<file path="src/lfpd_pkg.sv">
// Package: shared types, widths and register codes for the line follower PID drive.
`timescale 1ns / 1ps

package lfpd_pkg;

   // Widths of the fixed fields
   localparam int SENSOR_WIDTH = 5;
   localparam int ERROR_WIDTH  = 4;
   localparam int GAIN_WIDTH   = 8;
   localparam int DRIVE_WIDTH  = 8;
   localparam int CSR_INDEX_WIDTH = 2;

   // Integral accumulator and derived datapath widths
   localparam int SUM_WIDTH      = 16;
   // widest product is an unsigned gain (as signed, GAIN_WIDTH+1) times the sum,
   // then two more terms are added
   localparam int PID_WIDTH      = SUM_WIDTH + GAIN_WIDTH + 3;
   localparam int MIX_WIDTH      = PID_WIDTH + 1;

   localparam logic signed [SUM_WIDTH-1:0] SUM_MAX = {1'b0, {(SUM_WIDTH-1){1'b1}}};
   localparam logic signed [SUM_WIDTH-1:0] SUM_MIN = {1'b1, {(SUM_WIDTH-1){1'b0}}};
   localparam logic [DRIVE_WIDTH-1:0] DRIVE_MAX = {DRIVE_WIDTH{1'b1}};

   // Configuration register indexes
   typedef enum logic [CSR_INDEX_WIDTH-1:0] {
      CSR_GAIN_P     = 2'd0,
      CSR_GAIN_I     = 2'd1,
      CSR_GAIN_D     = 2'd2,
      CSR_BASE_SPEED = 2'd3
   } csr_index_type;

   // Sensor patterns that map to a known position
   localparam logic [SENSOR_WIDTH-1:0] PAT_POS4 = 5'h10;
   localparam logic [SENSOR_WIDTH-1:0] PAT_POS3 = 5'h18;
   localparam logic [SENSOR_WIDTH-1:0] PAT_POS2 = 5'h08;
   localparam logic [SENSOR_WIDTH-1:0] PAT_POS1 = 5'h0C;
   localparam logic [SENSOR_WIDTH-1:0] PAT_MID  = 5'h04;
   localparam logic [SENSOR_WIDTH-1:0] PAT_NEG1 = 5'h06;
   localparam logic [SENSOR_WIDTH-1:0] PAT_NEG2 = 5'h02;
   localparam logic [SENSOR_WIDTH-1:0] PAT_NEG3 = 5'h03;
   localparam logic [SENSOR_WIDTH-1:0] PAT_NEG4 = 5'h01;

   // Gains and base speed as one bundle
   typedef struct packed {
      logic [GAIN_WIDTH-1:0] gain_p;
      logic [GAIN_WIDTH-1:0] gain_i;
      logic [GAIN_WIDTH-1:0] gain_d;
      logic [GAIN_WIDTH-1:0] base_speed;
   } cfg_type;

   // Decoded sensor pattern
   typedef struct packed {
      logic                          found;
      logic signed [ERROR_WIDTH-1:0] error;
   } decode_type;

   // Result of one PID step
   typedef struct packed {
      logic [DRIVE_WIDTH-1:0]        left_drive;
      logic [DRIVE_WIDTH-1:0]        right_drive;
      logic signed [ERROR_WIDTH-1:0] position_error;
   } drive_type;

endpackage

</file>
<file path="src/lfpd_decode.sv">
// Sensor pattern decoder: five line-sensor bits to a signed position error.
`timescale 1ns / 1ps

module lfpd_decode (
   input  logic [lfpd_pkg::SENSOR_WIDTH-1:0] sensor_bits,
   output lfpd_pkg::decode_type              decoded
);

   // Nine known patterns; everything else (including no line) is not found
   always_comb begin
      decoded.found = 1'b1;
      case (sensor_bits)
         lfpd_pkg::PAT_POS4: decoded.error = 4'sd4;
         lfpd_pkg::PAT_POS3: decoded.error = 4'sd3;
         lfpd_pkg::PAT_POS2: decoded.error = 4'sd2;
         lfpd_pkg::PAT_POS1: decoded.error = 4'sd1;
         lfpd_pkg::PAT_MID:  decoded.error = 4'sd0;
         lfpd_pkg::PAT_NEG1: decoded.error = -4'sd1;
         lfpd_pkg::PAT_NEG2: decoded.error = -4'sd2;
         lfpd_pkg::PAT_NEG3: decoded.error = -4'sd3;
         lfpd_pkg::PAT_NEG4: decoded.error = -4'sd4;
         default: begin
            decoded.found = 1'b0;
            decoded.error = 4'sd0;
         end
      endcase
   end

endmodule

</file>
<file path="src/lfpd_pid_core.sv">
// PID step: held error and integral state, correction, and clamped motor drives.
`timescale 1ns / 1ps

module lfpd_pid_core (
   input  logic                 clock,
   input  logic                 reset,
   input  logic                 step_en,
   input  lfpd_pkg::decode_type decoded,
   input  lfpd_pkg::cfg_type    cfg,
   output lfpd_pkg::drive_type  drive
);

   localparam int SW = lfpd_pkg::SUM_WIDTH;
   localparam int PW = lfpd_pkg::PID_WIDTH;
   localparam int MW = lfpd_pkg::MIX_WIDTH;
   localparam int EW = lfpd_pkg::ERROR_WIDTH;
   localparam int DW = lfpd_pkg::DRIVE_WIDTH;

   logic signed [EW-1:0] held_error_ff;
   logic signed [EW-1:0] held_error_in;
   logic signed [SW-1:0] error_sum_ff;
   logic signed [SW-1:0] error_sum_in;

   logic signed [EW-1:0] err;
   logic signed [EW:0]   err_diff;
   logic signed [SW:0]   sum_wide;
   logic signed [SW-1:0] sum_sat;
   logic signed [PW-1:0] p_term;
   logic signed [PW-1:0] i_term;
   logic signed [PW-1:0] d_term;
   logic signed [PW-1:0] pid;
   logic signed [MW-1:0] base_ext;
   logic signed [MW-1:0] left_raw;
   logic signed [MW-1:0] right_raw;

   // Unknown or empty pattern keeps the last error
   assign err      = decoded.found ? decoded.error : held_error_ff;
   assign err_diff = (EW+1)'(err) - (EW+1)'(held_error_ff);

   // Integral with saturation at the signed accumulator limits
   assign sum_wide = (SW+1)'(error_sum_ff) + (SW+1)'(err);
   always_comb begin
      if (sum_wide[SW] != sum_wide[SW-1]) begin
         sum_sat = sum_wide[SW] ? lfpd_pkg::SUM_MIN : lfpd_pkg::SUM_MAX;
      end else begin
         sum_sat = sum_wide[SW-1:0];
      end
   end

   // Three gain products summed into the correction
   assign p_term = PW'($signed({1'b0, cfg.gain_p})) * PW'(err);
   assign i_term = PW'($signed({1'b0, cfg.gain_i})) * PW'(sum_sat);
   assign d_term = PW'($signed({1'b0, cfg.gain_d})) * PW'(err_diff);
   assign pid    = p_term + i_term + d_term;

   assign base_ext  = MW'($signed({1'b0, cfg.base_speed}));
   assign left_raw  = base_ext - MW'(pid);
   assign right_raw = base_ext + MW'(pid);

   // Clamp each side to the drive range
   always_comb begin
      if (left_raw < 0) begin
         drive.left_drive = '0;
      end else if (left_raw > MW'(lfpd_pkg::DRIVE_MAX)) begin
         drive.left_drive = lfpd_pkg::DRIVE_MAX;
      end else begin
         drive.left_drive = left_raw[DW-1:0];
      end
      if (right_raw < 0) begin
         drive.right_drive = '0;
      end else if (right_raw > MW'(lfpd_pkg::DRIVE_MAX)) begin
         drive.right_drive = lfpd_pkg::DRIVE_MAX;
      end else begin
         drive.right_drive = right_raw[DW-1:0];
      end
      drive.position_error = err;
   end

   // State advances once per processed transaction
   always_comb begin
      held_error_in = held_error_ff;
      error_sum_in  = error_sum_ff;
      if (step_en) begin
         held_error_in = err;
         error_sum_in  = sum_sat;
      end
   end

   always_ff @(posedge clock) begin
      if (reset) begin
         held_error_ff <= '0;
         error_sum_ff  <= '0;
      end else begin
         held_error_ff <= held_error_in;
         error_sum_ff  <= error_sum_in;
      end
   end

endmodule

</file>
<file path="src/line_follower_pid_drive.sv">
// Top level: line follower PID drive with sensor input, CSR port and drive result channel.
`timescale 1ns / 1ps

// Takes one five-bit line-sensor sample per transaction and returns one result per
// sample: left and right motor drive (base speed minus / plus the PID correction,
// clamped to 0..255) and the decoded position error. A new sample is accepted every
// clock cycle while req_stall is low. It passes an input register, then a result
// register; the pattern decode, the saturating integral update and the three gain
// multiplies lie between them and set the clock period. Gains and base speed are
// written through csr_we/csr_index/csr_wdata by the user only while no transaction is
// in flight (not enforced by the block); held error and integral sum clear on reset.
module line_follower_pid_drive (
   input  logic                                clock,
   input  logic                                reset,
   // sensor samples
   input  logic                                req_valid,
   output logic                                req_stall,
   input  logic [lfpd_pkg::SENSOR_WIDTH-1:0]   req_sensor_bits,
   // drive results
   output logic                                rsp_valid,
   input  logic                                rsp_stall,
   output logic [lfpd_pkg::DRIVE_WIDTH-1:0]    rsp_left_drive,
   output logic [lfpd_pkg::DRIVE_WIDTH-1:0]    rsp_right_drive,
   output logic signed [lfpd_pkg::ERROR_WIDTH-1:0] rsp_position_error,
   // configuration writes
   input  logic                                csr_we,
   input  logic [lfpd_pkg::CSR_INDEX_WIDTH-1:0] csr_index,
   input  logic [lfpd_pkg::GAIN_WIDTH-1:0]     csr_wdata
);

   logic                              in_valid_ff;
   logic                              in_valid_in;
   logic [lfpd_pkg::SENSOR_WIDTH-1:0] in_bits_ff;
   logic [lfpd_pkg::SENSOR_WIDTH-1:0] in_bits_in;
   logic                              rsp_valid_ff;
   logic                              rsp_valid_in;
   lfpd_pkg::drive_type               rsp_data_ff;
   lfpd_pkg::drive_type               rsp_data_in;
   lfpd_pkg::cfg_type                 cfg_ff;
   lfpd_pkg::cfg_type                 cfg_in;

   lfpd_pkg::decode_type              decoded;
   lfpd_pkg::drive_type               step_drive;
   logic                              advance;

   // Move the input stage into the result register when it is free or draining
   assign advance   = in_valid_ff && (!rsp_valid_ff || !rsp_stall);
   assign req_stall = in_valid_ff && !advance;

   lfpd_decode u_decode (
      .sensor_bits (in_bits_ff),
      .decoded     (decoded)
   );

   lfpd_pid_core u_pid_core (
      .clock   (clock),
      .reset   (reset),
      .step_en (advance),
      .decoded (decoded),
      .cfg     (cfg_ff),
      .drive   (step_drive)
   );

   // Pipeline next values
   always_comb begin
      in_valid_in  = in_valid_ff;
      in_bits_in   = in_bits_ff;
      rsp_valid_in = rsp_valid_ff;
      rsp_data_in  = rsp_data_ff;
      if (!req_stall) begin
         in_valid_in = req_valid;
         in_bits_in  = req_sensor_bits;
      end
      if (advance) begin
         rsp_valid_in = 1'b1;
         rsp_data_in  = step_drive;
      end else if (!rsp_stall) begin
         rsp_valid_in = 1'b0;
      end
   end

   // Configuration register writes
   always_comb begin
      cfg_in = cfg_ff;
      if (csr_we) begin
         case (lfpd_pkg::csr_index_type'(csr_index))
            lfpd_pkg::CSR_GAIN_P:     cfg_in.gain_p     = csr_wdata;
            lfpd_pkg::CSR_GAIN_I:     cfg_in.gain_i     = csr_wdata;
            lfpd_pkg::CSR_GAIN_D:     cfg_in.gain_d     = csr_wdata;
            lfpd_pkg::CSR_BASE_SPEED: cfg_in.base_speed = csr_wdata;
            default:                  cfg_in = cfg_ff;
         endcase
      end
   end

   always_ff @(posedge clock) begin
      if (reset) begin
         in_valid_ff  <= 1'b0;
         rsp_valid_ff <= 1'b0;
         cfg_ff       <= '0;
      end else begin
         in_valid_ff  <= in_valid_in;
         rsp_valid_ff <= rsp_valid_in;
         cfg_ff       <= cfg_in;
      end
   end

   // Payload registers
   always_ff @(posedge clock) begin
      in_bits_ff  <= in_bits_in;
      rsp_data_ff <= rsp_data_in;
   end

   assign rsp_valid          = rsp_valid_ff;
   assign rsp_left_drive     = rsp_data_ff.left_drive;
   assign rsp_right_drive    = rsp_data_ff.right_drive;
   assign rsp_position_error = rsp_data_ff.position_error;

endmodule

</file>
<file path="config.mk">
export PLATFORM = sky130hd
export DESIGN_NAME = line_follower_pid_drive
export DESIGN_NICKNAME = d
export VERILOG_FILES = /design/src/lfpd_pkg.sv /design/src/lfpd_decode.sv /design/src/lfpd_pid_core.sv /design/src/line_follower_pid_drive.sv
export SDC_FILE = /design/constraint.sdc
export NUM_CORES = 1
export LEC_CHECK = 0
export BUFFER_PORTS_ARGS = -buffer_cell sky130_fd_sc_hd__buf_2
export CAP_MARGIN = 20
export CELL_PAD_IN_SITES_DETAIL_PLACEMENT = 0
export CELL_PAD_IN_SITES_GLOBAL_PLACEMENT = 1
export CORE_ASPECT_RATIO = 0.5
export CORE_MARGIN = 2
export CORE_UTILIZATION = 25
export DETAILED_ROUTE_END_ITERATION = 12
export PLACE_DENSITY_LB_ADDON = 0.05
export SLEW_MARGIN = 40
export SYNTH_ARGS = -nofsm -noshare
export SYNTH_HDL_FRONTEND = slang
export SYNTH_SLANG_ARGS = --single-unit
export TNS_END_PERCENT = 20
</file>
<file path="constraint.sdc">
create_clock -name clock -period 13.6 [get_ports clock]
set_clock_uncertainty 0.1 [all_clocks]
set_input_delay 1.36 -clock clock [delete_from_list [all_inputs] [get_ports clock]]
set_output_delay 1.36 -clock clock [all_outputs]
set_load 0.05 [all_outputs]
</file>
==> flow_summary_export.csv <==
group,metric,value,unit
floorplan,dieArea,61880,um2
clocking,clockRootBuffer,"clkbuf_16",
grt,antenna_found_initial,0,
setup_path,crit_path_end_kind,"flip-flop",
grt,grt_usage,14.65,%
route,wl_per_cell,16.42,um
clocking,clk_latency,0.38,ns
placed_design,place_congestion,0.7808,
layout,seq_area,1832,um2
timing,worst_pin_slew,0.8682,ns
layout,multi_input_area,12160,um2
route,firstDrtPassIters,5,
setup_path,arrival,13.10,ns
power_and_ir_drop,p_clk_share,7.4,%
yosys,synth-async-reset-ratio,0,%
layout,final_util,29.54,%
setup_path,ff2ff_path_depth,55,
route,routed_via_density,4.414,
setup_path,crit_cells,55,
power_and_ir_drop,finalPower,0.003689,W
timing,max_slew_margin,41.21,%
outcome,outcome,"finished clean",
setup_path,worstPathMaxFanout,8,
timing,final_max_slew_viol_count,0,
layout,antenna_cells,0,
grt,grt_pass1_wl,70700,um
setup_path,path_class,"reg -> reg",
route,drt_wl_total,44000,um
clocking,cts_tree,"done",
yosys,synth_most_common_cell,"inv_1",
yosys,synth-main-ff-cell,"dfxtp_1",
yosys,synth_top_area_share,23.17,%
worst_hold_path,whs_path_depth,2,
power_and_ir_drop,power.density,210.9,nW/um2
placed_design,io_buffer_count,41,
floorplan,start_util,25.25,%
power_and_ir_drop,p_int,0.001662,W
clocking,path_clk_slew,0.08,ns
timing,fmax,76.30,MHz
grt,grt_max_degree,55,
power_and_ir_drop,sw_frac_of_total,54.95,%
yosys,synth_warnings,0,
layout,n_fill_cell,6403,
floorplan,ios,42,
power_and_ir_drop,combPwrFrac,83.8,%
setup_path,crit_buf_inv,12,
setup_path,crit_family,"adder cells",
grt,grt_pass1_vias,12450,
floorplan,fp.dieW,349.8,um
floorplan,die_h,176.9,um
yosys,ys_types,84,
layout,area_delta_synth_final,17.00,%
setup_path,cp_slowest_cell,"fa_1",
floorplan,row_count,63,
route,first_iter_violations,545,
clocking,clock_sinks,79,
yosys,postSynthAreaPerCell,8.484,um2
route,remaining_drc_errors,0,
yosys,synth_area_leader_cell,"fa_1",
worst_hold_path,min_path_type,"reg -> reg",
floorplan,coreArea,59200,um2
clocking,hold_buffers,0,
setup_path,cp-start-kind,"flip-flop",
yosys,yosysSeqAreaShare,12.25,%
yosys,synth_common_cells,"340 x inv_1, 185 x ha_1, 173 x fa_1",
route,dr_total_vias,11820,
yosys,netlist_area,14950,um2
clocking,htreeDepth,3,
layout,drive_gt1_share,13.87,%
timing,hold_viol,0,
timing,period_share,96.37,%
power_and_ir_drop,power_frac_seq,8.8,%
timing,period_needed,13.11,ns
clocking,cts_made_buffers,9,
timing,finalSetupViolations,0,
setup_path,path_common_cell,"inv_1",
setup_path,worstPathRequired,13.60,ns
power_and_ir_drop,p_leak,8.511,nW
yosys,synth-edff-count,25,
route,ant_nets,0,
placed_design,hpwl,36930,um
power_and_ir_drop,switching_power,0.002027,W
clocking,cts_buffer_depth,2,
yosys,synth_seq_cells,79,
layout,nNetsFinal,2240,
setup_path,max_stage_delay,0.58,ns
yosys,syn_nets,2140,
job,drv_cap,0,
yosys,synth_cells,1762,
grt,overflow,0,
power_and_ir_drop,vdd_drop_max,0.00009902,V
yosys,yosys-top-cells-area,"fa_1 23%, ha_1 15%, inv_1 8.5%, dfxtp_1 7.2%, edfxtp_1 5.0%",
[cells in the final DEF (no fill, tap or decap), types with 24 or more instances in the layout]
cell	netlist	layout
buf_4	0	85
dfxtp_1	54	54
nor3_1	26	24
inv_1	340	337
nand3_1	27	26
nor2_1	128	127
edfxtp_1	25	25
buf_2	3	41
nor2b_1	49	48
xnor2_1	55	47
nand2b_1	33	32
and2_1	76	76
ha_1	185	174
a21oi_1	71	58
o21ai_0	39	33
fa_1	173	171
xor2_1	25	24
mux2i_1	36	36
nand2_1	123	121
[power by group through the flow]
| stage | sequential [W] | combinational, W | clock [W] |
|---|---|---|---|
| floorplan | 0.000401 | 0.00190 | 0 |
| global placement | 0.000330 | 0.00289 | 0 |
| detailed placement | 0.000331 | 0.00288 | 0 |
| CTS | 0.000326 | 0.00291 | 0.000282 |
| global route | 0.000328 | 0.00345 | 0.000290 |
| finish | 0.000324 | 0.00309 | 0.000273 |
[cell families (layout without fill, tap and decap cells)]
family          after synthesis  after routing  share of synthesized area (%)
compound gates              299            299                          14.16
xor+xnor                     81             81                          4.796
fa+ha+maj                   358            358                          38.65
buf+inv                     382            487                          9.617
flops                        79             79                          12.25
mux                          38             38                          2.561
simple gates                525            525                          17.95
[timing repair]
action | 4_1_cts | 5_1_grt
resized for setup | 4 | 92
setup endpoints to repair | 10 | 16
pin swaps | 3 | 41
gates cloned | 0 | 0
buffers inserted | 0 | 18
[worst reg2reg max path, delay by kind of cell, from the launching register on]
| family | cells | cell delay [ns] |
|---|---|---|
| DFF | 1 | 0.51 |
| and+or+nand+nor | 6 | 1.10 |
| buffers and inverters | 12 | 0.95 |
| adders and majority gates | 13 | 5.09 |
| xor gates and xnor gates | 1 | 0.11 |
| AOI/OAI and AO/OA | 23 | 4.96 |
[flip-flops by register name, summed over array words and instances, names as in the netlist]
register / flops
rsp_left_drive: 8
u_pid_core.error_sum_ff: 16
u_pid_core.held_error_ff: 4
rsp_position_error: 4
in_bits_ff: 5
in_valid_ff: 1
rsp_right_drive: 8
rsp_valid: 1
cfg_ff: 32
[per-layer routing]
layer / vias to the layer above / global-route usage, % / wire length, um
li1: 5983 / - / -
met1: 5730 / 22.75 / 25200
met2: 92 / 22.04 / 17780
met3: 19 / 1.776 / 723
met4: 0 / 1.652 / 302
met5: - / 0 / 0
[area by class of cell]
class,instances,share of cell area (%)
flip-flops and latches,79,10.47
clock inverters,7,0.4865
clock buffers,9,1.288
repair buffers,131,5.129
inverters,340,7.297
well taps,812,5.809
multi-input cells,1301,69.52
[final timing paths]
check,start,endpoint,slack (ns)
setup / recovery,in_bits_ff[0],rsp_left_drive[4],0.49
hold / removal,u_pid_core.error_sum_ff[11],u_pid_core.error_sum_ff[11],0.41
setup reg to reg,in_bits_ff[0],rsp_left_drive[4],0.49
hold reg to reg,u_pid_core.error_sum_ff[11],u_pid_core.error_sum_ff[11],0.41
[metrics by stage]
step                      std cells  TNS, ns  setup slack [ns]  hold slack [ns]  instance area (um2)
final                          2679        0            0.4939           0.4096                17490
after detailed placement       2645  -0.3118          -0.05529           0.4016                16580
after CTS                      2661        0           0.01755           0.4156                16910
after global routing           2679  -0.6298          -0.07953           0.4401                17490
after floorplan                1762        0           0.01687           0.3591                14980
after global placement         2645        0            0.1115           0.3729                16580
Note: power is estimated with default switching activity, not from simulation.
